**config.mk**
```make
export PLATFORM = sky130hd
export DESIGN_NAME = rbgs_ctrl
export DESIGN_NICKNAME = d
export VERILOG_FILES = /design/src/rtl/rbgs_pkg.sv /design/src/rtl/rbgs_ctrl.sv
export SDC_FILE = /design/constraint.sdc
export NUM_CORES = 1
export LEC_CHECK = 0
export BUFFER_PORTS_ARGS = -buffer_cell sky130_fd_sc_hd__buf_2
export CORE_MARGIN = 1
export CORE_UTILIZATION = 49
export DETAILED_ROUTE_END_ITERATION = 8
export PLACE_DENSITY = 0.85
export SLEW_MARGIN = 20
export SYNTH_ARGS = -nofsm -noshare
export SYNTH_HDL_FRONTEND = slang
export SYNTH_SLANG_ARGS = --single-unit
```
**constraint.sdc**
```tcl
create_clock -name clock -period 2.7 [get_ports clock]
set_input_delay 0 -clock clock [delete_from_list [all_inputs] [get_ports clock]]
set_output_delay 0 -clock clock [all_outputs]
set_load 0.01 [all_outputs]
```
**src/rtl/rbgs_pkg.sv**
```systemverilog
// rbgs_pkg: shared constants, codes and types of the red-black gauss-seidel solver
`timescale 1ns / 1ps
package rbgs_pkg;

   localparam int GRID_SIDE_DEF = 64;
   localparam int VALUE_BITS    = 32;
   localparam int CSR_BITS      = 60;

   localparam logic [1:0] OP_LOAD = 2'd0;
   localparam logic [1:0] OP_RUN  = 2'd1;
   localparam logic [1:0] OP_READ = 2'd2;

   localparam logic [2:0] CSR_WEIGHT_X  = 3'd0;
   localparam logic [2:0] CSR_WEIGHT_Y  = 3'd1;
   localparam logic [2:0] CSR_GRID_COLS = 3'd2;
   localparam logic [2:0] CSR_GRID_ROWS = 3'd3;
   localparam logic [2:0] CSR_ITER_LIM  = 3'd4;
   localparam logic [2:0] CSR_STOP_RES  = 3'd5;
   localparam logic [2:0] CSR_RES_THR   = 3'd6;

   localparam logic [59:0] RES_MAX = {60{1'b1}};
   localparam logic [30:0] CHG_MAX = {31{1'b1}};

   typedef enum logic [4:0] {
      ST_IDLE, ST_READ_OUT, ST_RUN_INIT, ST_SCAN,
      ST_RD_C, ST_RD_E, ST_RD_W, ST_RD_N, ST_RD_S,
      ST_MUL_X, ST_MUL_Y, ST_SUM, ST_DIFF,
      ST_SQ_A, ST_SQ_B, ST_SQ_C, ST_ACC,
      ST_PASS_END, ST_RUN_OUT
   } state_type;

   typedef enum logic [1:0] {PH_RED, PH_BLACK, PH_RES} phase_type;

   typedef enum logic [2:0] {SEL_C, SEL_E, SEL_W, SEL_N, SEL_S} cell_sel_type;

   typedef enum logic [3:0] {
      DP_NOP, DP_CAP_OLD, DP_CAP_E, DP_CAP_EW, DP_CAP_N, DP_CAP_NS,
      DP_MUL_Y, DP_SUM, DP_DIFF, DP_SQ_A, DP_SQ_B, DP_SQ_C, DP_ACC
   } dp_op_type;

   typedef struct packed {
      dp_op_type    op;
      cell_sel_type sel;
      logic [6:0]   r;
      logic [6:0]   c;
      logic         host_load;
      logic         host_read;
      logic         write_t;
      logic         upd_peak;
      logic         clr_peak;
      logic         clr_res;
      logic         rsp_read;
      logic         rsp_run;
   } dp_cmd_type;

   typedef struct packed {
      logic [6:0]  rows;
      logic [6:0]  cols;
      logic [21:0] limit;
      logic        stop;
      logic        below;
   } dp_status_type;

endpackage

```
**src/rtl/rbgs_ctrl.sv**
```systemverilog
// rbgs_ctrl: sequencer for host commands, sweeps, residual passes and iterations
`timescale 1ns / 1ps
module rbgs_ctrl (
   input  logic                   clock,
   input  logic                   reset,
   input  logic                   start,
   input  logic [1:0]             req_opcode,
   input  rbgs_pkg::dp_status_type status,
   output logic                   busy,
   output rbgs_pkg::dp_cmd_type   cmd,
   output logic [21:0]            iter_count
);
   import rbgs_pkg::*;

   state_type  state_ff, state_in;
   phase_type  phase_ff, phase_in;
   logic [6:0] r_ff, r_in, c_ff, c_in;
   logic [21:0] it_ff, it_in;
   logic       have_res_ff, have_res_in, final_ff, final_in;

   logic       in_pass, skip, col_wrap, more_iter;
   logic [6:0] r_adv, c_adv;

   always_comb begin
      in_pass  = ({1'b0, r_ff} + 8'd1 < {1'b0, status.rows})
              && ({1'b0, c_ff} + 8'd1 < {1'b0, status.cols});
      skip     = ((phase_ff == PH_RED) && (r_ff[0] ^ c_ff[0]))
              || ((phase_ff == PH_BLACK) && !(r_ff[0] ^ c_ff[0]));
      col_wrap = ({1'b0, c_ff} + 8'd2 >= {1'b0, status.cols});
      r_adv    = col_wrap ? r_ff + 7'd1 : r_ff;
      c_adv    = col_wrap ? 7'd1 : c_ff + 7'd1;
      more_iter = it_ff < status.limit;
   end

   always_ff @(posedge clock) begin
      if (reset) begin
         state_ff    <= ST_IDLE;
         phase_ff    <= PH_RED;
         r_ff        <= 7'd1;
         c_ff        <= 7'd1;
         it_ff       <= '0;
         have_res_ff <= 1'b0;
         final_ff    <= 1'b0;
      end else begin
         state_ff    <= state_in;
         phase_ff    <= phase_in;
         r_ff        <= r_in;
         c_ff        <= c_in;
         it_ff       <= it_in;
         have_res_ff <= have_res_in;
         final_ff    <= final_in;
      end
   end

   // next state
   always_comb begin
      state_in    = state_ff;
      phase_in    = phase_ff;
      r_in        = r_ff;
      c_in        = c_ff;
      it_in       = it_ff;
      have_res_in = have_res_ff;
      final_in    = final_ff;
      case (state_ff)
         ST_IDLE: begin
            if (start) begin
               case (req_opcode)
                  OP_RUN: begin
                     state_in    = ST_RUN_INIT;
                     it_in       = '0;
                     have_res_in = 1'b0;
                     final_in    = 1'b0;
                  end
                  OP_READ: state_in = ST_READ_OUT;
                  default: ;
               endcase
            end
         end
         ST_READ_OUT: state_in = ST_IDLE;
         ST_RUN_INIT: begin
            if (more_iter) begin
               state_in = ST_SCAN;
               phase_in = PH_RED;
               r_in     = 7'd1;
               c_in     = 7'd1;
            end else if (have_res_ff) begin
               state_in = ST_RUN_OUT;
            end else begin
               state_in = ST_SCAN;
               phase_in = PH_RES;
               final_in = 1'b1;
               r_in     = 7'd1;
               c_in     = 7'd1;
            end
         end
         ST_SCAN: begin
            if (!in_pass) begin
               state_in = ST_PASS_END;
            end else if (skip) begin
               r_in = r_adv;
               c_in = c_adv;
            end else begin
               state_in = ST_RD_C;
            end
         end
         ST_RD_C:  state_in = ST_RD_E;
         ST_RD_E:  state_in = ST_RD_W;
         ST_RD_W:  state_in = ST_RD_N;
         ST_RD_N:  state_in = ST_RD_S;
         ST_RD_S:  state_in = ST_MUL_X;
         ST_MUL_X: state_in = ST_MUL_Y;
         ST_MUL_Y: state_in = ST_SUM;
         ST_SUM:   state_in = ST_DIFF;
         ST_DIFF: begin
            if (phase_ff == PH_RES) begin
               state_in = ST_SQ_A;
            end else begin
               state_in = ST_SCAN;
               r_in     = r_adv;
               c_in     = c_adv;
            end
         end
         ST_SQ_A: state_in = ST_SQ_B;
         ST_SQ_B: state_in = ST_SQ_C;
         ST_SQ_C: state_in = ST_ACC;
         ST_ACC: begin
            state_in = ST_SCAN;
            r_in     = r_adv;
            c_in     = c_adv;
         end
         ST_PASS_END: begin
            case (phase_ff)
               PH_RED: begin
                  state_in = ST_SCAN;
                  phase_in = PH_BLACK;
                  r_in     = 7'd1;
                  c_in     = 7'd1;
               end
               PH_BLACK: begin
                  it_in = it_ff + 22'd1;
                  if (status.stop) begin
                     state_in    = ST_SCAN;
                     phase_in    = PH_RES;
                     have_res_in = 1'b1;
                     r_in        = 7'd1;
                     c_in        = 7'd1;
                  end else begin
                     state_in = ST_RUN_INIT;
                  end
               end
               PH_RES: begin
                  if (final_ff || status.below) state_in = ST_RUN_OUT;
                  else state_in = ST_RUN_INIT;
               end
               default: state_in = ST_IDLE;
            endcase
         end
         ST_RUN_OUT: state_in = ST_IDLE;
         default: state_in = ST_IDLE;
      endcase
   end

   // outputs
   always_comb begin
      cmd           = '0;
      cmd.op        = DP_NOP;
      cmd.sel       = SEL_C;
      cmd.r         = r_ff;
      cmd.c         = c_ff;
      case (state_ff)
         ST_IDLE: begin
            cmd.host_load = start && (req_opcode == OP_LOAD);
            cmd.host_read = start && (req_opcode == OP_READ);
            cmd.clr_peak  = start && (req_opcode == OP_RUN);
         end
         ST_READ_OUT: cmd.rsp_read = 1'b1;
         ST_RUN_INIT: begin
            cmd.clr_peak = more_iter;
            cmd.clr_res  = !more_iter && !have_res_ff;
         end
         ST_RD_C:  cmd.sel = SEL_C;
         ST_RD_E: begin
            cmd.sel = SEL_E;
            cmd.op  = DP_CAP_OLD;
         end
         ST_RD_W: begin
            cmd.sel = SEL_W;
            cmd.op  = DP_CAP_E;
         end
         ST_RD_N: begin
            cmd.sel = SEL_N;
            cmd.op  = DP_CAP_EW;
         end
         ST_RD_S: begin
            cmd.sel = SEL_S;
            cmd.op  = DP_CAP_N;
         end
         ST_MUL_X: cmd.op = DP_CAP_NS;
         ST_MUL_Y: cmd.op = DP_MUL_Y;
         ST_SUM:   cmd.op = DP_SUM;
         ST_DIFF: begin
            cmd.op       = DP_DIFF;
            cmd.write_t  = (phase_ff != PH_RES);
            cmd.upd_peak = (phase_ff != PH_RES);
         end
         ST_SQ_A: cmd.op = DP_SQ_A;
         ST_SQ_B: cmd.op = DP_SQ_B;
         ST_SQ_C: cmd.op = DP_SQ_C;
         ST_ACC:  cmd.op = DP_ACC;
         ST_PASS_END: cmd.clr_res = (phase_ff == PH_BLACK) && status.stop;
         ST_RUN_OUT:  cmd.rsp_run = 1'b1;
         default: ;
      endcase
   end

   assign busy       = (state_ff != ST_IDLE);
   assign iter_count = it_ff;

endmodule

```
==> results.tsv, run 1 <==
stage	metric	value	unit
status	result of the run	finished with violations	
status	violations in the final reports	negative setup slack	
sta	RSZ-0062 raised after global routing	true	
clock_network	clock-pin slew on the worst setup and hold paths	0.09	ns
setup_path	top fanout value on the critical path	4	
clock_network	CTS root buffer	sky130_fd_sc_hd__clkbuf_8	
sta	worst-case clock skew	0.0111	ns
grt	GRT Max-Usage Layer	met2	
setup_path	Max stage delay cell, worst path	sky130_fd_sc_hd__or4b_4	
finish	count of fill cells added during filler insertion	633	
die	IO Pins	95	
finish	non-filler instance count after layout	738	
setup_path	Critical Path End Type	flop	
logic_synthesis	synthesized area per cell	7.83	µm²
sta	final number of max-transition violations	0	
sta	final cycle utilization of the critical path	114	%
setup_path	sort of element at the start of the critical path	flop	
logic_synthesis	number of distinct library cell variants in the gate-level netlist after synthesis	69	
sta	endpoints failing setup	18	
setup_path	Critical Path, Cell by Cell	ha_4 > nand2_2 > nor2_2 > xor2_1 > ha_1 > inv_2 > o22ai_2 > or4b_4 > a211oi_4 > o211ai_2 > o211a_1 > a311o_1	
setup_path	launch point of the critical path	c_ff[1]$_SDFFE_PP0P_	
placement	number of buffer cells added on primary ports	94	
sta	worst setup slack after layout	-0.382	ns
routing	vias	4279	
grt	GRT Util Overall	26.6	%
logic_synthesis	largest cells by area after synthesis	sky130_fd_sc_hd__dfxtp_1 23%, sky130_fd_sc_hd__ha_1 15%, sky130_fd_sc_hd__xor2_1 5.7%, sky130_fd_sc_hd__nor2_1 4.6%, sky130_fd_sc_hd__a21oi_1 4.5%	
finish	NumNets Final	728	
sta	fmax	0.324	GHz
logic_synthesis	area share of the leading cell type in the synthesized netlist	23.2	%
setup_path	number of buffers and inverters on the critical path	1	
power	sum of internal, switching and leakage power	1.34	mW
setup_path	endpoint of the most critical register-to-register path	r_ff[4]$_SDFFE_PP0P_	
setup_path	data required time of the critical path	2.89	ns
placement	last weighted congestion value of the routability-driven placer	0.893	
grt	number of antenna violations at the first check in global routing	0	
finish	ratio of cells with drive above 1 in the final layout	32.7	%
grt	total congestion overflow	0	
logic_synthesis	share of synthesized area occupied by flip-flops and latches	23.2	%
clock_network	CTS sink cnt	45	
finish	most common cell after layout, fill and taps aside	sky130_fd_sc_hd__buf_2	
setup_path	critical path type	flop to flop	
sta	min cycle time layout	3.08	ns
routing	antenna violation net count after detailed routing	0	
setup_path	critical path data arrival time	3.27	ns
placement	half-perimeter wire length after placement	8450	µm
logic_synthesis	total of warnings raised by yosys	0	
finish	commonest cells after routing, fill and taps aside	94 x sky130_fd_sc_hd__buf_2, 59 x sky130_fd_sc_hd__buf_4, 46 x sky130_fd_sc_hd__nor2_1, 46 x sky130_fd_sc_hd__ha_1, 41 x sky130_fd_sc_hd__inv_1	
setup_path	capturing instance or port of the critical path	r_ff[4]$_SDFFE_PP0P_	
die	Die Footprint	0.00827	mm²
grt	global-route wire length before repair	18300	µm
finish	Antenna Cells	0	
die	Cell Rows	32	
grt	GR Util met3	3.11	%
clock_network	cts bufs inserted	5	
setup_path	setup slack on the worst flop-to-flop path	-0.38	ns
routing	aggregate routed wire length	11400	µm
logic_synthesis	Top FF cell, synth	sky130_fd_sc_hd__dfxtp_1	
setup_path	number of logic stages on the critical path including buffering	12	
clock_network	clock latency reported for the late side of the worst-skew pair	0.31	ns
setup_path	largest stage delay on the critical path	0.57	ns
sta	measured slew at the worst slew-check pin	0.770	ns
sta	Final Hold Slack	0.0290	ns
placement	Cells after DPL	721	
placement	worst setup slack before clock tree synthesis	-0.321	ns
grt	pin count of the biggest net entering global routing	24	
clock_network	maximum number of buffers from clock root to sink	2	
logic_synthesis	post-synth design cell area	0.00387	mm²
sta	Slew HR	48.4	%
die	Die Width	90.9	µm
routing	Avg WL per Cell	15.5	µm
logic_synthesis	number of cells produced by synthesis	495	
grt	number of global-route vias before repair	4013	
power	power density of the placed cells	263	mW/mm²
power	IR Drop Worst-Case VDD	158	µV
routing	Vias per Instance	5.80	
die	die height	90.9	µm
logic_synthesis	fraction of synthesis flops using an asynchronous set or reset pin	0	%
routing	total iterations of the first detailed-routing run	6	
die	Initial Utilization	50.4	%
job	reported max-cap violation count	0	
min_path	type of the tightest min-delay check	input port to flop	
logic_synthesis	net count after synthesis	586	
logic_synthesis	FF+latch count, synth	45	
setup_path	kind of cell adding the most delay to the critical path	compound AO/OA/AOI/OAI gates	
setup_path	FF-to-FF path depth	12	
sta	final hold viol count	0	
finish	share of the core filled with cells in the final layout	66.3	%
power	standby leakage power	2.58	nW
clock_network	H-tree lvl count	2	
logic_synthesis	number of synthesized flops with an enable pin	0	
clock_network	TritonCTS clock tree	yes	
grt	met2 usage	45.5	%
setup_path	critical register-to-register path startpoint	c_ff[1]$_SDFFE_PP0P_	
logic_synthesis	most area-hungry cell type in the Yosys netlist	sky130_fd_sc_hd__dfxtp_1	
die	core area	0.00769	mm²
routing	First DRT Iteration DRCs	253	
finish	area growth from synthesis to final layout	31.5	%
grt	GRT met1 Usage	34.1	%
routing	# DRC	0	
[registers in the layout, summed over array words and instances, names as in the netlist]
name         cells
iter_count      22
c_ff             7
r_ff             7
state_ff         5
phase_ff         2
final_ff         1
have_res_ff      1
[cells by family after synthesis]
group,count (synthesis),share of synthesized area [%]
compound gates,109,19.8
xor+xnor,37,8.36
fa+ha+maj,48,15.5
buf+inv,63,6.81
flops,45,23.2
mux,4,1.07
simple gates,189,25.3
[worst reg2reg max path, stage by stage, from the launching register on]
cell                       delay [ns]
sky130_fd_sc_hd__dfxtp_4         0.39
sky130_fd_sc_hd__ha_4            0.15
sky130_fd_sc_hd__nand2_2         0.06
sky130_fd_sc_hd__nor2_2          0.14
sky130_fd_sc_hd__xor2_1          0.20
sky130_fd_sc_hd__ha_1            0.29
sky130_fd_sc_hd__inv_2           0.08
sky130_fd_sc_hd__o22ai_2         0.08
sky130_fd_sc_hd__or4b_4          0.57
sky130_fd_sc_hd__a211oi_4        0.27
sky130_fd_sc_hd__o211ai_2        0.16
sky130_fd_sc_hd__o211a_1         0.28
sky130_fd_sc_hd__a311o_1         0.28
[timing repair]
item                       4_1_cts  5_1_grt
resized for setup                9       25
setup endpoints to repair       17       20
pin swaps                       26       25
setup buffers                    4        8
hold buffers                     0        0
[where the power goes]
| part | internal [mW] | leakage (nW) | switching [mW] | total, mW |
|---|---|---|---|---|
| sequential | 0.667 | 0.365 | 0.00946 | 0.676 |
| combinational | 0.110 | 2.17 | 0.148 | 0.258 |
| clock | 0.171 | 0.0399 | 0.234 | 0.405 |
[cells in the mapped netlist, types with 4 or more instances]
cell,n
sky130_fd_sc_hd__dfxtp_1,45
sky130_fd_sc_hd__and3_1,6
sky130_fd_sc_hd__o21ai_0,16
sky130_fd_sc_hd__xor2_1,25
sky130_fd_sc_hd__nor2_1,47
sky130_fd_sc_hd__a21oi_1,35
sky130_fd_sc_hd__nor2b_1,8
sky130_fd_sc_hd__o21a_1,4
sky130_fd_sc_hd__nand2b_1,12
sky130_fd_sc_hd__o211ai_1,4
sky130_fd_sc_hd__ha_1,48
sky130_fd_sc_hd__nand2_1,35
sky130_fd_sc_hd__buf_2,4
sky130_fd_sc_hd__clkbuf_1,11
sky130_fd_sc_hd__nand3_1,23
sky130_fd_sc_hd__nor3_1,15
sky130_fd_sc_hd__a21o_1,6
sky130_fd_sc_hd__inv_1,42
sky130_fd_sc_hd__xnor2_1,12
sky130_fd_sc_hd__nand4_1,18
[area by class of cell]
type	count	area, µm²	share of cell area [%]
clock buffers	5	68.8	1.35
clock inverters	1	5.00	0.0982
inverters	42	158	3.09
multi-input cells	387	2870	56.4
flip-flops and latches	45	916	18.0
well taps	102	128	2.50
repair buffers	156	947	18.6
[stage by stage]
step / setup TNS [ns] / instance area (µm²)
2_1_floorplan: -0.355 / 3920
5_1_grt: -6.46 / 5090
6_report: -4.93 / 5090
4_1_cts: -2.87 / 4930
3_5_place_dp: -3.67 / 4790
3_3_place_gp: -1.24 / 4790
[worst min path at each step]
stage | from | to | slack [ns] | cells after the start
4_1_cts | status[1] | phase_ff[1]$_SDFFE_PP0P_ | 0.01 | 3
6_report | status[1] | phase_ff[1]$_SDFFE_PP0P_ | 0.03 | 3
2_1_floorplan | status[1] | cmd[2] | 0.15 | 2
5_1_grt | status[1] | phase_ff[1]$_SDFFE_PP0P_ | 0.04 | 3
3_3_place_gp | status[1] | phase_ff[1]$_SDFFE_PP0P_ | 0.34 | 3
3_5_place_dp | status[1] | phase_ff[1]$_SDFFE_PP0P_ | 0.34 | 3
[metal layers]
metal | routed length [µm] | vias to the layer above
li1 | - | 2044
met3 | 747 | 33
met1 | 4780 | 2009
met5 | 0 | -
met4 | 275 | 0
met2 | 5600 | 193
(Power assumes the default switching activity.)
==> run 2, diff against run 1 <==
Settings changed: CAP_MARGIN from default to 30, CORE_UTILIZATION 49 to 59, PLACE_DENSITY 0.85 to 0.95.
Clock period 2.7 ns to 3.7 ns, I/O delays scaled along.
==> run 2 against run 1 <==
Net effect:
- the run now ends clean
- sequential power fell by 26%
- design area down 12%
- sequential share of layout area rose by 2.1 points
- global-route usage is 3.1 points higher
- combinational power down 38%
- fmax is 8.1% lower
- clock skew about the same
- worst hold slack lost 0.013 ns
- critical path depth shrank 1
- clock-buffer cell count did not move
- largest power group unchanged
==> results.tsv, run 2 (synthesis gave the netlist of run 1 again) <==
stage	metric	value	unit	change
status	result of the run	complete, no violations		
power	power density of the placed cells	250	mW/mm²	-5.1%
grt	pin count of the biggest net entering global routing	29		+21%
sta	min cycle time layout	3.35	ns	+0.271 ns
power	sum of internal, switching and leakage power	1.12	mW	-16%
job	reported max-cap violation count	0		unchanged
finish	commonest cells after routing, fill and taps aside	94 x sky130_fd_sc_hd__buf_2, 48 x sky130_fd_sc_hd__ha_1, 47 x sky130_fd_sc_hd__nor2_1, 45 x sky130_fd_sc_hd__dfxtp_1, 42 x sky130_fd_sc_hd__inv_1		
routing	First DRT Iteration DRCs	416		+64%
placement	number of buffer cells added on primary ports	94		unchanged
grt	number of antenna violations at the first check in global routing	0		unchanged
setup_path	top fanout value on the critical path	8		+4
placement	last weighted congestion value of the routability-driven placer	0.907		+1.5%
routing	total iterations of the first detailed-routing run	6		unchanged
routing	# DRC	0		unchanged
setup_path	data required time of the critical path	3.91	ns	+1.02 ns
die	die height	83.0	µm	-8.7%
setup_path	launch point of the critical path	c_ff[2]$_SDFFE_PP0P_		
clock_network	total of cells resized after clock tree synthesis	0		-9
finish	share of the core filled with cells in the final layout	70.8	%	+4.5 points
sta	RSZ-0062 raised after global routing	false		
setup_path	critical register-to-register path startpoint	c_ff[2]$_SDFFE_PP0P_		
finish	area growth from synthesis to final layout	16.0	%	
grt	GRT Util Overall	29.7	%	+3.1 points
sta	Slew HR	45.0	%	-3.4 points
clock_network	clock-pin slew on the worst setup and hold paths	0.09	ns	about the same
clock_network	cts bufs inserted	5		unchanged
grt	global-route wire length before repair	17200	µm	-6.1%
sta	fmax	0.298	GHz	-8.1%
setup_path	sort of element at the start of the critical path	flop		
finish	NumNets Final	669		-8.1%
clock_network	maximum number of buffers from clock root to sink	2		unchanged
routing	aggregate routed wire length	10300	µm	-9.4%
power	IR Drop Worst-Case VDD	290	µV	+84%
power	standby leakage power	2.26	nW	-12%
finish	Largest register FFs	22		unchanged
die	IO Pins	95		unchanged
clock_network	CTS root buffer	sky130_fd_sc_hd__clkbuf_8		
finish	ratio of cells with drive above 1 in the final layout	21.2	%	-11 points
die	Die Footprint	0.00690	mm²	-17%
die	core area	0.00635	mm²	-17%
clock_network	number of buffers inserted by post-CTS setup repair	0		-4
sta	final number of max-transition violations	0		unchanged
setup_path	setup slack on the worst flop-to-flop path	0.35	ns	+0.73 ns
setup_path	critical path data arrival time	3.56	ns	+0.29 ns
placement	half-perimeter wire length after placement	7740	µm	-8.4%
finish	most common cell after layout, fill and taps aside	sky130_fd_sc_hd__buf_2		
routing	antenna violation net count after detailed routing	0		unchanged
grt	number of global-route vias before repair	3803		-5.2%
clock_network	TritonCTS clock tree	yes		
die	Die Width	83.0	µm	-8.7%
die	Cell Rows	29		-9.4%
finish	Antenna Cells	0		unchanged
setup_path	Critical Path End Type	flop		
sta	sum of negative setup slack	0	ns	+4.93 ns
clock_network	hold_buf cts	0		unchanged
clock_network	CTS sink cnt	45		unchanged
sta	worst-case clock skew	0.0112	ns	+0.000126 ns
routing	Vias per Instance	6.17		+6.4%
grt	total congestion overflow	0		unchanged
clock_network	H-tree lvl count	2		unchanged
setup_path	capturing instance or port of the critical path	r_ff[4]$_SDFFE_PP0P_		
setup_path	endpoint of the most critical register-to-register path	r_ff[4]$_SDFFE_PP0P_		
routing	vias	4048		-5.4%
setup_path	critical path type	flop to flop		
sta	final hold viol count	0		unchanged
clock_network	clock latency reported for the late side of the worst-skew pair	0.31	ns	about the same
sta	final cycle utilization of the critical path	90.6	%	-24 points
sta	endpoints failing setup	0		-18
die	Initial Utilization	61.0	%	+11 points
min_path	type of the tightest min-delay check	input port to flop		
setup_path	FF-to-FF path depth	11		-1
routing	Avg WL per Cell	15.7	µm	+1.9%
sta	measured slew at the worst slew-check pin	0.823	ns	+0.0530 ns
-- run 2: how the worst min path moves through the flow --
| stage | start | to | slack (ns) | cells past startpoint |
|---|---|---|---|---|
| after floorplan | status[1] | cmd[2] | 0.15 | 2 |
| after global placement | status[1] | phase_ff[1]$_SDFFE_PP0P_ | 0.34 | 3 |
| after detailed placement | status[1] | phase_ff[1]$_SDFFE_PP0P_ | 0.35 | 3 |
| after CTS | status[1] | phase_ff[1]$_SDFFE_PP0P_ | 0.02 | 3 |
| after global routing | status[1] | phase_ff[1]$_SDFFE_PP0P_ | 0.04 | 3 |
| final | status[1] | phase_ff[1]$_SDFFE_PP0P_ | 0.02 | 3 |
-- run 2: worst max-delay path: stages, from the launching register on --
cell and delay [ns]:
sky130_fd_sc_hd__dfxtp_1 0.47, sky130_fd_sc_hd__ha_1 0.29, sky130_fd_sc_hd__nand4_2 0.14, sky130_fd_sc_hd__xnor2_1 0.22, sky130_fd_sc_hd__ha_1 0.29, sky130_fd_sc_hd__a21oi_1 0.16, sky130_fd_sc_hd__o22ai_1 0.10, sky130_fd_sc_hd__or4b_4 0.51
sky130_fd_sc_hd__a211oi_2 0.27, sky130_fd_sc_hd__o211ai_2 0.22, sky130_fd_sc_hd__o211a_1 0.27, sky130_fd_sc_hd__a311o_1 0.31
-- run 2: routing by layer --
layer	up-vias	wire length [µm]	track usage, %	share of wire, %
li1	1924	-	-	-
met1	1872	4340	37.4	42
met2	210	4970	51.0	48
met3	42	734	4.27	7.1
met4	0	288	11.4	2.8
met5	-	0	0	0
-- run 2: layout make-up --
type,instances,area [µm²]
inverters,42,158
multi-input cells,387,2710
clock inverters,3,68.8
repair buffers,97,493
well taps,77,96.3
flip-flops and latches,45,901
clock buffers,5,68.8
fillers,489,1850
-- run 2: power by group --
group          internal [mW]  total, mW  leakage, nW  switching (mW)
sequential             0.489      0.502        0.363          0.0130
clock                  0.272      0.460       0.0687           0.188
combinational         0.0662      0.161         1.83          0.0943
total                  0.827       1.12         2.26           0.295
-- run 2: stage by stage --
step	hold WS (ns)	instances	worst slack (ns)	instance area (µm²)
after floorplan	0.146	495	0.657	3870
after global placement	0.340	648	0.587	4360
after detailed placement	0.348	648	0.445	4360
after CTS	0.0205	656	0.388	4500
after global routing	0.0400	656	0.142	4500
final	0.0165	656	0.347	4500
==> run 3, diff against run 2 <==
Settings changed: PLACE_DENSITY 0.95 to 0.91.
==> run 3 against run 2 <==
Net effect:
- setup slack gained 0.0056 ns
- largest power group unchanged
- clock skew shrank 0.0082 ns
- worst hold slack lost 0.012 ns
- global-route usage shrank 0.47 points
- fmax grew 0.17%
- register-to-register slack is essentially flat
- clock power shrank 32%
- routed wire length shrank 1.4%
- design area shrank 1.5%
==> results.tsv, run 3 (synthesis gave the netlist of run 1 again) <==
stage	metric	value	unit	change
finish	Design Area, Final	0.00443	mm²	-1.5%
clock_network	CTS sink cnt	45		unchanged
finish	area growth from synthesis to final layout	14.2	%	
placement	number of buffer cells added on primary ports	94		unchanged
die	Die Footprint	0.00690	mm²	unchanged
finish	Largest register FFs	22		unchanged
power	sum of internal, switching and leakage power	0.972	mW	-13%
finish	count of fill cells added during filler insertion	502		+2.7%
setup_path	Critical Path End Type	flop		
grt	number of global-route vias before repair	3736		-1.8%
routing	aggregate routed wire length	10200	µm	-1.4%
routing	First DRT Iteration DRCs	429		+3.1%
sta	endpoints failing setup	0		unchanged
sta	fmax	0.299	GHz	+0.17%
finish	NumNets Final	667		-0.30%
die	core area	0.00635	mm²	unchanged
clock_network	cts bufs inserted	5		unchanged
die	die height	83.0	µm	unchanged
setup_path	data required time of the critical path	3.90	ns	about the same
clock_network	clock-pin slew on the worst setup and hold paths	0.09	ns	about the same
finish	Antenna Cells	0		unchanged
setup_path	critical path type	flop to flop		
finish	non-filler instance count after layout	654		-0.30%
grt	global-route wire length before repair	17000	µm	-0.69%
die	Cell Rows	29		unchanged
placement	half-perimeter wire length after placement	7660	µm	-0.97%
clock_network	CTS root buffer	sky130_fd_sc_hd__clkbuf_8		
placement	last weighted congestion value of the routability-driven placer	0.888		-2.1%
routing	antenna violation net count after detailed routing	0		unchanged
sta	RSZ-0062 raised after global routing	false		
setup_path	critical path data arrival time	3.54	ns	-0.02 ns
sta	final number of max-transition violations	0		unchanged
finish	share of the core filled with cells in the final layout	69.7	%	-1.1 points
die	IO Pins	95		unchanged
status	result of the run	complete, no violations		
placement	placed instance area	0.00434	mm²	-0.34%
setup_path	setup slack on the worst flop-to-flop path	0.35	ns	about the same
power	part of the power in registers	51.6	%	+6.9 points
power	portion of total power attributed to the clock network	32.0	%	-9.0 points
power	power density of the placed cells	220	mW/mm²	-12%
sta	measured slew at the worst slew-check pin	0.858	ns	+0.0341 ns
clock_network	maximum number of buffers from clock root to sink	2		unchanged
clock_network	H-tree lvl count	2		unchanged
power	cell internal pwr	0.689	mW	-17%
clock_network	number of buffers inserted by post-CTS setup repair	0		unchanged
finish	most common cell after layout, fill and taps aside	sky130_fd_sc_hd__buf_2		
sta	Final Hold Slack	0.00471	ns	-0.0118 ns
sta	final hold viol count	0		unchanged
setup_path	sort of element at the start of the critical path	flop		
min_path	type of the tightest min-delay check	input port to flop		
clock_network	total of cells resized after clock tree synthesis	0		unchanged
sta	worst setup slack after layout	0.353	ns	+0.00557 ns
job	reported max-cap violation count	0		unchanged
grt	GRT Util Overall	29.2	%	-0.47 points
routing	Avg WL per Cell	15.6	µm	-1.1%
power	net switching power figure	0.283	mW	-3.9%
clock_network	TritonCTS clock tree	yes		
placement	worst setup slack before clock tree synthesis	0.413	ns	-0.0326 ns
routing	Vias per Instance	6.17		about the same
grt	number of antenna violations at the first check in global routing	0		unchanged
power	Gate power share	16.4	%	+2.1 points
sta	Slew HR	42.7	%	-2.3 points
power	IR Drop Worst-Case VDD	158	µV	-45%
routing	vias	4037		-0.27%
routing	total iterations of the first detailed-routing run	5		-1
routing	# DRC	0		unchanged
sta	sum of negative setup slack	0	ns	unchanged
placement	Cells after DPL	646		-0.31%
clock_network	clock latency reported for the late side of the worst-skew pair	0.30	ns	about the same
die	Initial Utilization	61.0	%	unchanged
sta	final cycle utilization of the critical path	90.5	%	-0.15 points
finish	ratio of cells with drive above 1 in the final layout	20.6	%	-0.62 points
grt	total congestion overflow	0		unchanged
sta	worst-case clock skew	0.00303	ns	-0.00819 ns
power	standby leakage power	2.22	nW	-1.7%
finish	commonest cells after routing, fill and taps aside	94 x sky130_fd_sc_hd__buf_2, 48 x sky130_fd_sc_hd__ha_1, 47 x sky130_fd_sc_hd__nor2_1, 45 x sky130_fd_sc_hd__dfxtp_1, 42 x sky130_fd_sc_hd__inv_1		
setup_path	top fanout value on the critical path	8		unchanged
sta	min cycle time layout	3.35	ns	-0.00557 ns
grt	pin count of the biggest net entering global routing	29		unchanged
die	Die Width	83.0	µm	unchanged
clock_network	hold_buf cts	0		unchanged
power	Net Sw Frac	29.1	%	+2.9 points
run 3: cell types whose count changed in the layout (fill, tap and decap cells not counted):
cell | before | now
sky130_fd_sc_hd__buf_4 | 3 | 1
sky130_fd_sc_hd__clkbuf_1 | 0 | 2
sky130_fd_sc_hd__bufinv_16 | 2 | 0
sky130_fd_sc_hd__clkinvlp_4 | 0 | 1
sky130_fd_sc_hd__inv_6 | 1 | 0
run 3: cell type report:
cell class	count	area [µm²]	share of cell area, %
clock buffers	7	76.3	1.72
clock inverters	1	7.51	0.170
inverters	42	158	3.56
multi-input cells	387	2710	61.2
flip-flops and latches	45	901	20.4
well taps	77	96.3	2.18
repair buffers	95	478	10.8
run 3: path summary, 6_finish.rpt:
kind,cells past startpoint,end,start
setup reg to reg,11,r_ff[4]$_SDFFE_PP0P_,c_ff[2]$_SDFFE_PP0P_
setup / recovery,11,r_ff[4]$_SDFFE_PP0P_,c_ff[2]$_SDFFE_PP0P_
hold reg to reg,2,r_ff[1]$_SDFFE_PP0P_,r_ff[1]$_SDFFE_PP0P_
hold / removal,3,phase_ff[1]$_SDFFE_PP0P_,status[1]
run 3: layer usage:
| layer | global-route usage (%) | share of wire (%) |
|---|---|---|
| met3 | 3.58 | 5.8 |
| met1 | 36.4 | 42 |
| met5 | 0 | 0 |
| met4 | 11.0 | 2.9 |
| met2 | 51.3 | 50 |
run 3: power by group through the flow:
stage | Sequential (mW) | Combinational (mW) | Clock (mW)
CTS | 0.501 | 0.157 | 0.308
detailed placement | 0.512 | 0.156 | 0
finish | 0.502 | 0.159 | 0.311
global route | 0.503 | 0.176 | 0.329
global placement | 0.512 | 0.149 | 0
floorplan | 0.505 | 0.108 | 0
run 3: worst max-delay path, stage by stage (launching register included):
cell and delay (ns):
sky130_fd_sc_hd__dfxtp_1 0.47, sky130_fd_sc_hd__ha_1 0.31, sky130_fd_sc_hd__nand4_2 0.15, sky130_fd_sc_hd__xnor2_1 0.22, sky130_fd_sc_hd__ha_1 0.27, sky130_fd_sc_hd__a21oi_1 0.14
sky130_fd_sc_hd__o22ai_1 0.11, sky130_fd_sc_hd__or4b_4 0.50, sky130_fd_sc_hd__a211oi_2 0.25, sky130_fd_sc_hd__o211ai_2 0.22, sky130_fd_sc_hd__o211a_1 0.29, sky130_fd_sc_hd__a311o_1 0.32
